--- src/rtl/pidc_pkg.sv ---
// shared constants and control types of the pid controller step
`default_nettype none

package pidc_pkg;

   // default datapath format
   localparam int DATA_WIDTH_DEF = 32;
   localparam int FRAC_BITS_DEF  = 16;

   // running integral width and configuration register width
   localparam int INTEG_WIDTH = 48;
   localparam int CFG_WIDTH   = 31;

   // stream and register port widths
   localparam int REQ_DATA_WIDTH = 64;
   localparam int RSP_DATA_WIDTH = 40;
   localparam int CSR_ADDR_WIDTH = 5;
   localparam int CSR_DATA_WIDTH = 32;

   // pi with 48 fraction bits
   localparam logic [63:0] PI_Q48 = 64'h0003_243F_6A88_85A3;

   // request to the serial multiplier
   typedef struct packed {
      logic start;
      logic extra_shift;   // scale by one more fraction bit
      logic wide_range;    // saturate to the integral range
   } mul_ctrl_type;

   // report from the serial multiplier
   typedef struct packed {
      logic done;
      logic ovf;
   } mul_stat_type;

endpackage

`default_nettype wire

--- src/rtl/pid_controller_step.sv ---
// pid controller step: error, angle wrap, trapezoidal integral, derivative, clamp
// an accepted req word is worked through to rsp_tvalid one step at a time, and the next
//   req word is taken only after the result has gone to the output register
// the time taken is set by five products through one bit-serial multiplier, each working
//   through its 31 multiplier bits plus setup, rounding and saturation
// synchronous active-high reset returns the registers to their defaults and clears
//   the stored error, the integral and any result in flight
`default_nettype none

module pid_controller_step #(
   parameter int DATA_WIDTH = pidc_pkg::DATA_WIDTH_DEF,
   parameter int FRAC_BITS  = pidc_pkg::FRAC_BITS_DEF
) (
   input  logic                                 clock,
   input  logic                                 reset,
   // req_tdata: measured [31:0], target [63:32]
   input  logic                                 req_tvalid,
   output logic                                 req_tready,
   input  logic [pidc_pkg::REQ_DATA_WIDTH-1:0]  req_tdata,
   // rsp_tdata: drive [31:0], overflowed [32], zero [39:33]
   output logic                                 rsp_tvalid,
   input  logic                                 rsp_tready,
   output logic [pidc_pkg::RSP_DATA_WIDTH-1:0]  rsp_tdata,
   input  logic                                 csr_psel,
   input  logic                                 csr_penable,
   input  logic                                 csr_pwrite,
   input  logic [pidc_pkg::CSR_ADDR_WIDTH-1:0]  csr_paddr,
   input  logic [pidc_pkg::CSR_DATA_WIDTH-1:0]  csr_pwdata,
   output logic [pidc_pkg::CSR_DATA_WIDTH-1:0]  csr_prdata,
   output logic                                 csr_pready
);
   import pidc_pkg::*;

   localparam int DW = DATA_WIDTH;
   localparam int IW = INTEG_WIDTH;
   localparam int AW = (DW + 1 > IW) ? DW + 1 : IW;
   localparam int XW = AW + 2;

   localparam logic signed [XW-1:0] DMAX = {{(XW-DW+1){1'b0}}, {(DW-1){1'b1}}};
   localparam logic signed [XW-1:0] DMIN = ~DMAX;
   localparam logic signed [XW-1:0] IMAX = {{(XW-IW+1){1'b0}}, {(IW-1){1'b1}}};
   localparam logic signed [XW-1:0] IMIN = ~IMAX;

   // pi and 2*pi rounded to nearest at the fraction width
   localparam logic [63:0] PI_HALF   = 64'd1 << (47 - FRAC_BITS);
   localparam logic [63:0] PI_FX     = (PI_Q48 + PI_HALF) >> (48 - FRAC_BITS);
   localparam logic [63:0] TWO_PI_FX = ((PI_Q48 << 1) + PI_HALF) >> (48 - FRAC_BITS);
   localparam logic signed [XW-1:0] PI_X     = XW'(PI_FX);
   localparam logic signed [XW-1:0] NEG_PI_X = -PI_X;
   localparam logic signed [XW-1:0] TWO_PI_X = XW'(TWO_PI_FX);

   // register indexes
   localparam logic [2:0] REG_SAMPLE_PERIOD  = 3'd0;
   localparam logic [2:0] REG_INVERSE_PERIOD = 3'd1;
   localparam logic [2:0] REG_GAIN_PROP      = 3'd2;
   localparam logic [2:0] REG_GAIN_INTEG     = 3'd3;
   localparam logic [2:0] REG_GAIN_DERIV     = 3'd4;
   localparam logic [2:0] REG_DRIVE_LIMIT    = 3'd5;
   localparam logic [2:0] REG_ANGULAR_MODE   = 3'd6;
   localparam logic [2:0] REG_CLAMP_ENABLE   = 3'd7;

   // products in issue order
   localparam logic [2:0] OP_DERIV = 3'd0;
   localparam logic [2:0] OP_INC   = 3'd1;
   localparam logic [2:0] OP_PROP  = 3'd2;
   localparam logic [2:0] OP_INTG  = 3'd3;
   localparam logic [2:0] OP_DTERM = 3'd4;

   localparam logic [3:0] ST_IDLE   = 4'd0;
   localparam logic [3:0] ST_ERR    = 4'd1;
   localparam logic [3:0] ST_WRAP   = 4'd2;
   localparam logic [3:0] ST_DIFF   = 4'd3;
   localparam logic [3:0] ST_LAUNCH = 4'd4;
   localparam logic [3:0] ST_WAIT   = 4'd5;
   localparam logic [3:0] ST_INTEG  = 4'd6;
   localparam logic [3:0] ST_SUM    = 4'd7;
   localparam logic [3:0] ST_TOTAL  = 4'd8;
   localparam logic [3:0] ST_CLAMP  = 4'd9;

   // configuration registers
   logic [CFG_WIDTH-1:0] sample_period_ff, inverse_period_ff;
   logic [CFG_WIDTH-1:0] gain_prop_ff, gain_integ_ff, gain_deriv_ff, drive_limit_ff;
   logic                 angular_mode_ff, clamp_enable_ff;
   logic                 csr_write;

   // control and state
   logic [3:0]           state_ff, state_in;
   logic [2:0]           op_ff, op_in;
   logic                 ovf_ff, ovf_in;
   logic                 rsp_valid_ff, rsp_valid_in;
   logic signed [DW-1:0] prev_ff, prev_in;
   logic signed [IW-1:0] integ_ff, integ_in;
   mul_ctrl_type         mul_ctrl_ff, mul_ctrl_in;

   // working values
   logic [31:0]          meas_ff, meas_in;
   logic [31:0]          targ_ff, targ_in;
   logic signed [DW-1:0] err_ff, err_in;
   logic signed [DW-1:0] diff_ff, diff_in;
   logic signed [DW-1:0] deriv_ff, deriv_in;
   logic signed [IW-1:0] inc_ff, inc_in;
   logic signed [DW-1:0] p_ff, p_in;
   logic signed [DW-1:0] i_ff, i_in;
   logic signed [DW-1:0] d_ff, d_in;
   logic signed [DW:0]   psum_ff, psum_in;
   logic signed [DW-1:0] u_ff, u_in;
   logic signed [AW-1:0] mul_a_ff, mul_a_in;
   logic [CFG_WIDTH-1:0] mul_b_ff, mul_b_in;
   logic [31:0]          drive_ff, drive_in;
   logic                 rsp_ovf_ff, rsp_ovf_in;

   // multiplier link
   logic signed [AW-1:0] mul_res;
   mul_stat_type         mul_stat;

   // widened views
   logic signed [XW-1:0] meas_x, targ_x, err_x, prev_x, diff_x, deriv_x;
   logic signed [XW-1:0] inc_x, integ_x, p_x, i_x, d_x, psum_x, u_x, lim_x, res_x;
   logic signed [XW-1:0] err_raw, diff_raw, integ_raw, total_raw, clamp_x;
   logic signed [XW-1:0] err_wrapped;
   logic                 out_free;

   assign meas_x  = {{(XW-32){meas_ff[31]}}, meas_ff};
   assign targ_x  = {{(XW-32){targ_ff[31]}}, targ_ff};
   assign err_x   = {{(XW-DW){err_ff[DW-1]}}, err_ff};
   assign prev_x  = {{(XW-DW){prev_ff[DW-1]}}, prev_ff};
   assign diff_x  = {{(XW-DW){diff_ff[DW-1]}}, diff_ff};
   assign deriv_x = {{(XW-DW){deriv_ff[DW-1]}}, deriv_ff};
   assign inc_x   = {{(XW-IW){inc_ff[IW-1]}}, inc_ff};
   assign integ_x = {{(XW-IW){integ_ff[IW-1]}}, integ_ff};
   assign p_x     = {{(XW-DW){p_ff[DW-1]}}, p_ff};
   assign i_x     = {{(XW-DW){i_ff[DW-1]}}, i_ff};
   assign d_x     = {{(XW-DW){d_ff[DW-1]}}, d_ff};
   assign psum_x  = {{(XW-DW-1){psum_ff[DW]}}, psum_ff};
   assign u_x     = {{(XW-DW){u_ff[DW-1]}}, u_ff};
   assign res_x   = {{(XW-AW){mul_res[AW-1]}}, mul_res};
   assign lim_x   = {{(XW-CFG_WIDTH){1'b0}}, drive_limit_ff};

   assign err_raw   = targ_x - meas_x;
   assign diff_raw  = err_x - prev_x;
   assign integ_raw = integ_x + inc_x;
   assign total_raw = psum_x + d_x;

   // angle wrap by one turn toward zero
   always_comb begin
      err_wrapped = err_x;
      if (err_x > PI_X) begin
         err_wrapped = err_x - TWO_PI_X;
      end else if (err_x < NEG_PI_X) begin
         err_wrapped = err_x + TWO_PI_X;
      end
   end

   // symmetric output clamp, applied when clamp_enable is set
   always_comb begin
      clamp_x = u_x;
      if (clamp_enable_ff) begin
         if (u_x > lim_x) begin
            clamp_x = lim_x;
         end else if (u_x < -lim_x) begin
            clamp_x = -lim_x;
         end
      end
   end

   assign out_free = !rsp_valid_ff || rsp_tready;

   // step sequencer
   always_comb begin
      state_in     = state_ff;
      op_in        = op_ff;
      ovf_in       = ovf_ff;
      rsp_valid_in = rsp_valid_ff && !rsp_tready;
      prev_in      = prev_ff;
      integ_in     = integ_ff;
      mul_ctrl_in  = mul_ctrl_ff;
      mul_ctrl_in.start = 1'b0;
      meas_in      = meas_ff;
      targ_in      = targ_ff;
      err_in       = err_ff;
      diff_in      = diff_ff;
      deriv_in     = deriv_ff;
      inc_in       = inc_ff;
      p_in         = p_ff;
      i_in         = i_ff;
      d_in         = d_ff;
      psum_in      = psum_ff;
      u_in         = u_ff;
      mul_a_in     = mul_a_ff;
      mul_b_in     = mul_b_ff;
      drive_in     = drive_ff;
      rsp_ovf_in   = rsp_ovf_ff;
      case (state_ff)
         ST_IDLE: begin
            if (req_tvalid) begin
               meas_in  = req_tdata[31:0];
               targ_in  = req_tdata[63:32];
               ovf_in   = 1'b0;
               state_in = ST_ERR;
            end
         end
         ST_ERR: begin
            if (err_raw > DMAX) begin
               err_in = DMAX[DW-1:0];
               ovf_in = 1'b1;
            end else if (err_raw < DMIN) begin
               err_in = DMIN[DW-1:0];
               ovf_in = 1'b1;
            end else begin
               err_in = err_raw[DW-1:0];
            end
            state_in = ST_WRAP;
         end
         ST_WRAP: begin
            if (angular_mode_ff) begin
               err_in = err_wrapped[DW-1:0];
            end
            state_in = ST_DIFF;
         end
         ST_DIFF: begin
            if (diff_raw > DMAX) begin
               diff_in = DMAX[DW-1:0];
               ovf_in  = 1'b1;
            end else if (diff_raw < DMIN) begin
               diff_in = DMIN[DW-1:0];
               ovf_in  = 1'b1;
            end else begin
               diff_in = diff_raw[DW-1:0];
            end
            op_in    = OP_DERIV;
            state_in = ST_LAUNCH;
         end
         ST_LAUNCH: begin
            mul_ctrl_in.start       = 1'b1;
            mul_ctrl_in.extra_shift = (op_ff == OP_INC);
            mul_ctrl_in.wide_range  = (op_ff == OP_INC);
            case (op_ff)
               OP_DERIV: begin
                  mul_a_in = diff_x[AW-1:0];
                  mul_b_in = inverse_period_ff;
               end
               OP_INC: begin
                  mul_a_in = AW'(err_x + prev_x);
                  mul_b_in = sample_period_ff;
               end
               OP_PROP: begin
                  mul_a_in = err_x[AW-1:0];
                  mul_b_in = gain_prop_ff;
               end
               OP_INTG: begin
                  mul_a_in = integ_x[AW-1:0];
                  mul_b_in = gain_integ_ff;
               end
               default: begin
                  mul_a_in = deriv_x[AW-1:0];
                  mul_b_in = gain_deriv_ff;
               end
            endcase
            state_in = ST_WAIT;
         end
         ST_WAIT: begin
            if (mul_stat.done) begin
               ovf_in = ovf_ff || mul_stat.ovf;
               case (op_ff)
                  OP_DERIV: deriv_in = res_x[DW-1:0];
                  OP_INC:   inc_in   = res_x[IW-1:0];
                  OP_PROP:  p_in     = res_x[DW-1:0];
                  OP_INTG:  i_in     = res_x[DW-1:0];
                  default:  d_in     = res_x[DW-1:0];
               endcase
               if (op_ff == OP_INC) begin
                  state_in = ST_INTEG;
               end else if (op_ff == OP_DTERM) begin
                  state_in = ST_SUM;
               end else begin
                  op_in    = op_ff + 3'd1;
                  state_in = ST_LAUNCH;
               end
            end
         end
         ST_INTEG: begin
            if (integ_raw > IMAX) begin
               integ_in = IMAX[IW-1:0];
               ovf_in   = 1'b1;
            end else if (integ_raw < IMIN) begin
               integ_in = IMIN[IW-1:0];
               ovf_in   = 1'b1;
            end else begin
               integ_in = integ_raw[IW-1:0];
            end
            op_in    = OP_PROP;
            state_in = ST_LAUNCH;
         end
         ST_SUM: begin
            psum_in  = (DW+1)'(p_x + i_x);
            state_in = ST_TOTAL;
         end
         ST_TOTAL: begin
            if (total_raw > DMAX) begin
               u_in   = DMAX[DW-1:0];
               ovf_in = 1'b1;
            end else if (total_raw < DMIN) begin
               u_in   = DMIN[DW-1:0];
               ovf_in = 1'b1;
            end else begin
               u_in = total_raw[DW-1:0];
            end
            state_in = ST_CLAMP;
         end
         ST_CLAMP: begin
            // wait here while the previous word still sits in the output register and is not being taken
            if (out_free) begin
               drive_in     = clamp_x[31:0];
               rsp_ovf_in   = ovf_ff;
               rsp_valid_in = 1'b1;
               prev_in      = err_ff;
               state_in     = ST_IDLE;
            end
         end
         default: begin
            state_in = ST_IDLE;
         end
      endcase
   end

   always_ff @(posedge clock) begin
      if (reset) begin
         state_ff     <= ST_IDLE;
         op_ff        <= OP_DERIV;
         ovf_ff       <= 1'b0;
         rsp_valid_ff <= 1'b0;
         prev_ff      <= '0;
         integ_ff     <= '0;
         mul_ctrl_ff  <= '0;
      end else begin
         state_ff     <= state_in;
         op_ff        <= op_in;
         ovf_ff       <= ovf_in;
         rsp_valid_ff <= rsp_valid_in;
         prev_ff      <= prev_in;
         integ_ff     <= integ_in;
         mul_ctrl_ff  <= mul_ctrl_in;
      end
   end

   always_ff @(posedge clock) begin
      meas_ff    <= meas_in;
      targ_ff    <= targ_in;
      err_ff     <= err_in;
      diff_ff    <= diff_in;
      deriv_ff   <= deriv_in;
      inc_ff     <= inc_in;
      p_ff       <= p_in;
      i_ff       <= i_in;
      d_ff       <= d_in;
      psum_ff    <= psum_in;
      u_ff       <= u_in;
      mul_a_ff   <= mul_a_in;
      mul_b_ff   <= mul_b_in;
      drive_ff   <= drive_in;
      rsp_ovf_ff <= rsp_ovf_in;
   end

   // shared serial multiplier
   pidc_mul #(
      .DATA_WIDTH (DATA_WIDTH),
      .FRAC_BITS  (FRAC_BITS),
      .OPER_WIDTH (AW)
   ) u_mul (
      .clock  (clock),
      .reset  (reset),
      .ctrl   (mul_ctrl_ff),
      .oper_a (mul_a_ff),
      .oper_b (mul_b_ff),
      .result (mul_res),
      .stat   (mul_stat)
   );

   // register writes
   assign csr_write = csr_psel && csr_penable && csr_pwrite && csr_pready;

   always_ff @(posedge clock) begin
      if (reset) begin
         sample_period_ff  <= CFG_WIDTH'(655);
         inverse_period_ff <= CFG_WIDTH'(6553600);
         gain_prop_ff      <= CFG_WIDTH'(65536);
         gain_integ_ff     <= '0;
         gain_deriv_ff     <= '0;
         drive_limit_ff    <= '1;
         angular_mode_ff   <= 1'b0;
         clamp_enable_ff   <= 1'b1;
      end else if (csr_write) begin
         case (csr_paddr[4:2])
            REG_SAMPLE_PERIOD:  sample_period_ff  <= csr_pwdata[CFG_WIDTH-1:0];
            REG_INVERSE_PERIOD: inverse_period_ff <= csr_pwdata[CFG_WIDTH-1:0];
            REG_GAIN_PROP:      gain_prop_ff      <= csr_pwdata[CFG_WIDTH-1:0];
            REG_GAIN_INTEG:     gain_integ_ff     <= csr_pwdata[CFG_WIDTH-1:0];
            REG_GAIN_DERIV:     gain_deriv_ff     <= csr_pwdata[CFG_WIDTH-1:0];
            REG_DRIVE_LIMIT:    drive_limit_ff    <= csr_pwdata[CFG_WIDTH-1:0];
            REG_ANGULAR_MODE:   angular_mode_ff   <= csr_pwdata[0];
            REG_CLAMP_ENABLE:   clamp_enable_ff   <= csr_pwdata[0];
            default: begin
            end
         endcase
      end
   end

   // register reads
   always_comb begin
      case (csr_paddr[4:2])
         REG_SAMPLE_PERIOD:  csr_prdata = {1'b0, sample_period_ff};
         REG_INVERSE_PERIOD: csr_prdata = {1'b0, inverse_period_ff};
         REG_GAIN_PROP:      csr_prdata = {1'b0, gain_prop_ff};
         REG_GAIN_INTEG:     csr_prdata = {1'b0, gain_integ_ff};
         REG_GAIN_DERIV:     csr_prdata = {1'b0, gain_deriv_ff};
         REG_DRIVE_LIMIT:    csr_prdata = {1'b0, drive_limit_ff};
         REG_ANGULAR_MODE:   csr_prdata = {31'd0, angular_mode_ff};
         REG_CLAMP_ENABLE:   csr_prdata = {31'd0, clamp_enable_ff};
         default:            csr_prdata = '0;
      endcase
   end

   assign csr_pready = 1'b1;

   // stream ports
   assign req_tready = (state_ff == ST_IDLE);
   assign rsp_tvalid = rsp_valid_ff;
   assign rsp_tdata  = {7'd0, rsp_ovf_ff, drive_ff};

endmodule

`default_nettype wire

--- src/rtl/pidc_mul.sv ---
// bit-serial signed by unsigned multiplier with fraction scaling and saturation
`default_nettype none

module pidc_mul #(
   parameter int DATA_WIDTH = pidc_pkg::DATA_WIDTH_DEF,
   parameter int FRAC_BITS  = pidc_pkg::FRAC_BITS_DEF,
   parameter int OPER_WIDTH = (DATA_WIDTH + 1 > pidc_pkg::INTEG_WIDTH) ?
                              DATA_WIDTH + 1 : pidc_pkg::INTEG_WIDTH
) (
   input  logic                                clock,
   input  logic                                reset,
   input  pidc_pkg::mul_ctrl_type              ctrl,
   input  logic signed [OPER_WIDTH-1:0]        oper_a,
   input  logic [pidc_pkg::CFG_WIDTH-1:0]      oper_b,
   output logic signed [OPER_WIDTH-1:0]        result,
   output pidc_pkg::mul_stat_type              stat
);
   import pidc_pkg::*;

   localparam int AW = OPER_WIDTH;
   localparam int BW = CFG_WIDTH;
   localparam int PW = AW + BW;
   localparam int QW = PW - FRAC_BITS;
   localparam int CW = $clog2(BW);

   // largest positive results of the two ranges
   localparam logic [QW-1:0] HI_D = {{(QW-DATA_WIDTH+1){1'b0}}, {(DATA_WIDTH-1){1'b1}}};
   localparam logic [QW-1:0] HI_I = {{(QW-INTEG_WIDTH+1){1'b0}}, {(INTEG_WIDTH-1){1'b1}}};

   localparam logic [2:0] MS_IDLE = 3'd0;
   localparam logic [2:0] MS_ABS  = 3'd1;
   localparam logic [2:0] MS_RUN  = 3'd2;
   localparam logic [2:0] MS_RND  = 3'd3;
   localparam logic [2:0] MS_SAT  = 3'd4;

   logic [2:0]           mstate_ff, mstate_in;
   logic [CW-1:0]        cnt_ff, cnt_in;
   logic                 done_ff, done_in;
   logic                 ovf_ff, ovf_in;
   logic signed [AW-1:0] a_ff, a_in;
   logic                 neg_ff, neg_in;
   logic                 extra_ff, extra_in;
   logic                 wide_ff, wide_in;
   logic [AW-1:0]        mag_ff, mag_in;
   logic [BW-1:0]        bsh_ff, bsh_in;
   logic [PW-1:0]        prod_ff, prod_in;
   logic [QW-1:0]        q_ff, q_in;
   logic signed [AW-1:0] res_ff, res_in;

   logic [AW-1:0] add_val;
   logic [AW:0]   upper_sum;
   logic [PW-1:0] prod_next;
   logic [QW-1:0] q_base;
   logic          rem_nz;
   logic [QW-1:0] q_round;
   logic [QW-1:0] lim_q;
   logic          sat_hit;
   logic [QW-1:0] mag_res;
   logic [AW-1:0] mag_t;

   // one multiplier bit per cycle: add into the upper half, then shift right
   assign add_val   = bsh_ff[0] ? mag_ff : '0;
   assign upper_sum = {1'b0, prod_ff[PW-1:BW]} + {1'b0, add_val};
   assign prod_next = {upper_sum, prod_ff[BW-1:1]};

   // floor scaling of the signed product, rounded away for negative operands
   assign q_base  = extra_ff ? QW'(prod_ff >> (FRAC_BITS + 1)) : prod_ff[PW-1:FRAC_BITS];
   assign rem_nz  = extra_ff ? (|prod_ff[FRAC_BITS:0]) : (|prod_ff[FRAC_BITS-1:0]);
   assign q_round = q_base + QW'(neg_ff && rem_nz);

   // magnitude limit, one more on the negative side
   assign lim_q   = (wide_ff ? HI_I : HI_D) + QW'(neg_ff);
   assign sat_hit = q_ff > lim_q;
   assign mag_res = sat_hit ? lim_q : q_ff;
   assign mag_t   = mag_res[AW-1:0];

   // sequencer of one product
   always_comb begin
      mstate_in = mstate_ff;
      cnt_in    = cnt_ff;
      done_in   = 1'b0;
      ovf_in    = ovf_ff;
      a_in      = a_ff;
      neg_in    = neg_ff;
      extra_in  = extra_ff;
      wide_in   = wide_ff;
      mag_in    = mag_ff;
      bsh_in    = bsh_ff;
      prod_in   = prod_ff;
      q_in      = q_ff;
      res_in    = res_ff;
      case (mstate_ff)
         MS_IDLE: begin
            if (ctrl.start) begin
               a_in      = oper_a;
               bsh_in    = oper_b;
               extra_in  = ctrl.extra_shift;
               wide_in   = ctrl.wide_range;
               mstate_in = MS_ABS;
            end
         end
         MS_ABS: begin
            neg_in    = a_ff[AW-1];
            mag_in    = a_ff[AW-1] ? AW'(-a_ff) : AW'(a_ff);
            prod_in   = '0;
            cnt_in    = CW'(BW - 1);
            mstate_in = MS_RUN;
         end
         MS_RUN: begin
            prod_in = prod_next;
            bsh_in  = bsh_ff >> 1;
            cnt_in  = cnt_ff - CW'(1);
            if (cnt_ff == '0) begin
               mstate_in = MS_RND;
            end
         end
         MS_RND: begin
            q_in      = q_round;
            mstate_in = MS_SAT;
         end
         MS_SAT: begin
            res_in    = neg_ff ? -$signed(mag_t) : $signed(mag_t);
            ovf_in    = sat_hit;
            done_in   = 1'b1;
            mstate_in = MS_IDLE;
         end
         default: begin
            mstate_in = MS_IDLE;
         end
      endcase
   end

   always_ff @(posedge clock) begin
      if (reset) begin
         mstate_ff <= MS_IDLE;
         done_ff   <= 1'b0;
         ovf_ff    <= 1'b0;
         cnt_ff    <= '0;
      end else begin
         mstate_ff <= mstate_in;
         done_ff   <= done_in;
         ovf_ff    <= ovf_in;
         cnt_ff    <= cnt_in;
      end
   end

   always_ff @(posedge clock) begin
      a_ff     <= a_in;
      neg_ff   <= neg_in;
      extra_ff <= extra_in;
      wide_ff  <= wide_in;
      mag_ff   <= mag_in;
      bsh_ff   <= bsh_in;
      prod_ff  <= prod_in;
      q_ff     <= q_in;
      res_ff   <= res_in;
   end

   assign result    = res_ff;
   assign stat.done = done_ff;
   assign stat.ovf  = ovf_ff;

endmodule

`default_nettype wire

--- config.mk ---
export PLATFORM = sky130hd
export DESIGN_NAME = pid_controller_step
export DESIGN_NICKNAME = d
export VERILOG_FILES = /design/src/rtl/pidc_pkg.sv /design/src/rtl/pid_controller_step.sv /design/src/rtl/pidc_mul.sv
export SDC_FILE = /design/constraint.sdc
export NUM_CORES = 2
export LEC_CHECK = 0
export BUFFER_PORTS_ARGS = -buffer_cell sky130_fd_sc_hd__buf_2
export CAP_MARGIN = 30
export CORE_UTILIZATION = 62
export DETAILED_ROUTE_END_ITERATION = 10
export PLACE_DENSITY_LB_ADDON = 0.3
export SYNTH_ARGS = -nofsm -noshare
export SYNTH_HDL_FRONTEND = slang
export SYNTH_SLANG_ARGS = --single-unit
--- constraint.sdc ---
create_clock -name clock -period 8.9 [get_ports clock]
set_clock_uncertainty 0.1 [all_clocks]
set_input_delay 0.445 -clock clock [delete_from_list [all_inputs] [get_ports clock]]
set_output_delay 0.445 -clock clock [all_outputs]
set_load 0.02 [all_outputs]
# Word level (Yosys, flattened, before mapping)
# Index checks and enable logic that the tools add are counted.
[totals]
ff_bits = 1089
input_bits = 108
[op_classes]
addsub = 16
magnitude_cmp = 13
n_eq_ne = 37
muxes = 55
n_bitwise = 1
reduce_logical = 44
[ops]
columns = ["cell", "n"]
rows = [
  ["$mux 32", 10],
  ["$pmux 32 s8", 1],
  ["$mux 48", 5],
  ["$pmux 48 s4", 1],
  ["$pmux 79 s2", 1],
  ["$pmux 31 s4", 1],
  ["$add 48x48->49", 2],
  ["$neg 48->48", 2],
  ["$mux 47", 2],
  ["$add 32x32->33", 2],
  ["$gt 33x32->1 const B", 2],
  ["$lt 33x32->1 const B", 2],
  ["$sub 32x32->33", 2],
  ["$pmux 32 s2", 1],
  ["$add 63x1->63", 1],
  ["$gt 63x63->1", 1],
  ["$mux 63", 1],
  ["$pmux 31 s2", 1],
  ["$lt 32x50->1", 1],
  ["$neg 31->50", 1],
  ["$gt 49x48->1 const B", 1],
  ["$lt 49x48->1 const B", 1],
  ["$add 47x1->48", 1],
  ["$pmux 4 s9", 1],
  ["other kinds (47)", 122],
]

# Logic depth before layout (Yosys ltp)
[logic_depth]
word_depth = 6
depth_mapped = 24
ltp_nobuf = 23

# By module
# Synthesis repeated with hierarchy kept, for this count alone.
[hier_totals]
cells_unflattened = 6828
hier_area_um2 = 65721.8
[by_module_without_submodules]
columns = ["mod", "instances", "cells_each", "area_per_inst_um2", "seq_area_each_um2"]
rows = [
  ["pid_controller_step", 1, 4801, 45283.4, 20029.2],
  ["pidc_mul", 1, 2027, 20438.4, 9809.4],
]

# Worst setup path before layout
# OpenSTA, ideal clock, no wires.
[synth_path]
path_type = "reg2reg"
from = "register u_mul.neg_ff"
to = "register u_mul.res_ff[38] (netlist: u_mul.result[38]), data pin"
setup_time_ns = 0.280
arrival_ns = 6.863
setup_slack_ns = 1.657
stages_incl_launch_ff = 23
n_path_buf = 3
synth_period_minus_slack_ns = 7.243
path_cell_list = "edfxtp_1 -> inv_1 -> clkbuf_1 -> ha_1 -> inv_1 -> ha_1 -> nand4_1 -> or4_1 -> nor4_1 -> nand3_1 -> o21ai_1 -> clkbuf_1 -> buf_1 -> nor2_1 -> a21oi_1 -> ha_1 -> nand3b_1 -> or2_2 -> or4_1 -> mux2_2 -> a2111oi_0 -> mux2i_1 -> o221ai_1"
[synth_between]
elab_chain_len = 5
[synth_lines]
columns = ["element", "line_no", "text"]
rows = [
  ["from (decl)", "pidc_mul.sv:41", "logic neg_ff, neg_in;"],
  ["from (signal assigned)", "pidc_mul.sv:149", "neg_ff <= neg_in;"],
  ["$add 47x1->48", "pidc_mul.sv:72", "assign lim_q = (wide_ff ? HI_I : HI_D) + QW'(neg_ff);"],
  ["$gt 63x63->1", "pidc_mul.sv:73", "assign sat_hit = q_ff > lim_q;"],
  ["$mux 48", "pidc_mul.sv:74", "assign mag_res = sat_hit ? lim_q : q_ff;"],
  ["$neg 48->48", "pidc_mul.sv:122", "res_in = neg_ff ? -$signed(mag_t) : $signed(mag_t);"],
  ["$mux 48 *", "pidc_mul.sv:122", ""],
  ["to (signal assigned)", "pidc_mul.sv:156", "res_ff <= res_in;"],
  ["to (decl)", "pidc_mul.sv:48", "logic signed [AW-1:0] res_ff, res_in;"],
]
# Mark *: on every way between the ends. The rest lies on a longest branch, timed or not.
# A chain may end at the register's enable or synchronous reset.

# Final worst setup path
# Ends and elaborated chain as after synthesis.

==> out/results.tsv <==
stage	metric	value	unit
sta	Rel. slew slack	30.5	%
cts	clock buffer depth	3	
finish	# nets final	7400	
finish	area added between synthesis and finish	10.8	%
detailed_routing	Wirelength per Cell	23.0	µm
sta	sum of negative setup slack	0	ns
synthesis	Yosys cell types	96	
sta	Final Hold Fails	0	
die	Row Count	118	
global_route	grt ovf	0	
die	Die Span Y	325	µm
cts	number of gates resized after cts	0	
detailed_routing	routed vias/inst	6.48	
die	die span in x	325	µm
cts	clk_lat worst skew	0.74	ns
power_and_ir_drop	Total Power	13.0	mW
power_and_ir_drop	pwr dens	181	nW/µm²
synthesis	Yosys top cell area share	37.0	%
sta	RSZ-0062 raised after global routing	no	
global_route	global-route wire length before repair	292	mm
global_route	largest net degree at the start of global routing	100	
cts	total CTS buffers	113	
synthesis	top post-synthesis cells by area	edfxtp_1 (37%), dfxtp_1 (8.9%), ha_1 (8.2%)	
synthesis	fraction of registers with async set/reset	0	%
die	I/O pin cnt	183	
die	Die ar.	106000	µm²
cts	Setup Buffers After CTS	0	
synthesis	number of synthesized flops with an enable pin	800	
place	DP Worst Slack	1.89	ns
cts	H-tree Lvls	3	
finish	commonest non-fill, non-tap cell in the layout	nand2_1	
sta	max-slew violations	0	
synthesis	Synth area leader	edfxtp_1	
detailed_routing	Residual DRC	0	
critical_path	crit end category	flip-flop	
critical_path	kind of critical path	reg -> reg	
synthesis	synthesized cell area	64900	µm²
cts	CTS Hold Bufs	96	
die	Core Region	104000	µm²
place	Final GP Congestion	0.980	
cts	clock slew at the register clock pins of the worst setup and hold paths	0.06	ns
synthesis	Main synth FF type	edfxtp_1	
finish	most frequent cells in the layout	nand2_1 (882), edfxtp_1 (800), a21oi_1 (682)	
sta	Tmin final	7.16	ns
finish	layout cells sized above 1	7.95	%
critical_path	Critical Path Fanout Max	99	
synthesis	register area share after synthesis	46.0	%
critical_path	WP data required	9.23	ns
detailed_routing	wirelength, routed	192	mm
detailed_routing	DR iter-0 viols	5878	
critical_path	R2R Setup Slk	1.74	ns
detailed_routing	DR pass1 iterations	6	
synthesis	synthesized instance count	6748	
run_status	status	complete, no violations	
die	Initial Util	62.6	%
sta	final worst slack	1.74	ns
critical_path	crit path launch type	flip-flop	
sta	slew at the pin closest to its max-slew limit	1.04	ns
place	buffers added on ports	170	
worst_hold_path	HP Class	in -> reg	
job	# Max-Cap Violations	0	
sta	final period utilization	80.4	%
global_route	vias in the first global route	51700	
finish	# fillers	7783	
power_and_ir_drop	Lkg Pwr	27.2	nW
synthesis	number of synthesized register bits	1089	
cts	Root Buffer	clkbuf_16	
place	HPWL reported at the end of detailed placement	134	mm
synthesis	synthesized area per cell	9.61	µm²
cts	clk sinks	1089	
detailed_routing	vias	54000	
sta	final setup vio count	0	
synthesis	Yosys Warn Count	0	
cts	CTS tree	yes	
critical_path	Worst Path Arrival	7.49	ns
global_route	global-route usage over all layers	35.2	%
detailed_routing	Routed Antenna Nets	0	
global_route	initial antenna violation count	9	
power_and_ir_drop	maximum VDD drop	0.000195	V
sta	max frequency	140	MHz
area by class of cell:
cell class / instances / area, µm² / share of cell area, %
diodes: 2 / 5.00 / 0.00696
well taps: 1380 / 1730 / 2.40
inverters: 240 / 902 / 1.25
multi-input cells: 5068 / 32900 / 45.8
flip-flops and latches: 1089 / 29800 / 41.5
clock buffers: 155 / 3140 / 4.36
repair buffers: 345 / 2470 / 3.44
clock inverters: 60 / 891 / 1.24
routing by layer:
metal  GRT usage, %  up-vias  routed length (µm)
li1               -    25100                   -
met1           45.6    25800               76000
met2           57.0     2633               88200
met3           5.87      535               16800
met4           17.7        6               10500
met5              0        -                  43
path summary, 6_finish.rpt:
kind | from | end | cells after the start
hold reg to reg | mul_a_ff[0]$_DFFE_PP_ | u_mul.a_ff[0]$_DFFE_PP_ | 0
setup / recovery | u_mul.neg_ff$_DFFE_PP_ | u_mul.result[38]$_DFFE_PP_ | 21
setup reg to reg | u_mul.neg_ff$_DFFE_PP_ | u_mul.result[38]$_DFFE_PP_ | 21
hold / removal | reset | u_mul.cnt_ff[2]$_SDFFE_PP0P_ | 2
state kept, by name (all words and copies together) (netlist names), 48 cells and up:
name / cells
u_mul.prod_ff: 79
u_mul.result: 48
mul_a_ff: 48
inc_ff: 48
u_mul.q_ff: 63
u_mul.mag_ff: 48
integ_ff: 48
u_mul.a_ff: 48
worst max-delay path, stage by stage (launching register included):
cell and delay, ns:
edfxtp_1 0.34, buf_4 0.77, ha_1 0.31, inv_1 0.05, ha_1 0.30, inv_1 0.04, or4_1 0.51, nor4_1 0.30
buf_4 0.19, nand3_1 0.13, o21ai_4 0.15, buf_4 0.48, nor2_1 0.12, a21oi_1 0.26, ha_1 0.29, nand3b_1 0.23
or2_2 0.40, or4_1 0.56, mux2_2 0.38, a2111oi_0 0.54, mux2i_1 0.26, o221ai_1 0.12
power breakdown:
group | internal (mW) | total [mW] | switching [mW] | leakage (nW)
combinational | 0.825 | 2.12 | 1.30 | 15.6
clock | 3.01 | 5.11 | 2.11 | 1.95
sequential | 5.62 | 5.80 | 0.179 | 9.59
total | 9.45 | 13.0 | 3.59 | 27.2
logic make-up after synthesis:
group	count (synthesis)	synth area share, %
adder cells (fa/ha/maj)	466	8.96
XOR/XNOR	402	5.43
AO/OA/AOI/OAI	1953	19.0
buffers and inverters	598	3.57
multiplexers	110	1.73
AND/OR/NAND/NOR	2128	15.3
flip-flops	1089	46.0
other	2	0.0116
metrics by stage:
| step | utilization, % | std cells | area (µm²) | hold slack [ns] |
|---|---|---|---|---|
| floorplan | - | 6755 | 64900 | 0.300 |
| global placement | 64.4 | 8022 | 66800 | 0.302 |
| detailed placement | 64.5 | 8025 | 66900 | 0.305 |
| CTS | 69.3 | 8336 | 71900 | 0.0554 |
| global route | 69.4 | 8337 | 71900 | 0.0794 |
| finish | 69.4 | 8339 | 71900 | 0.0632 |
cells in the mapped netlist, types with 52 or more instances:
library cell and number:
clkbuf_1 315, ha_1 427, o21a_1 56, a211oi_1 90
o21ai_0 333, xor2_1 138, and2_1 80, a31oi_1 100
nand4_1 86, nor2_1 443, nand2_1 887, a22oi_1 84
a21o_1 165, nand2b_1 66, nor2b_1 61, mux2i_1 92
xnor2_1 264, a21oi_1 683, inv_1 239, nor3_1 104
dfxtp_1 289, o21bai_1 53, nand3_1 129, and3_1 72
nor4_1 52, o211ai_1 86, edfxtp_1 800
(Power assumes the default switching activity.)
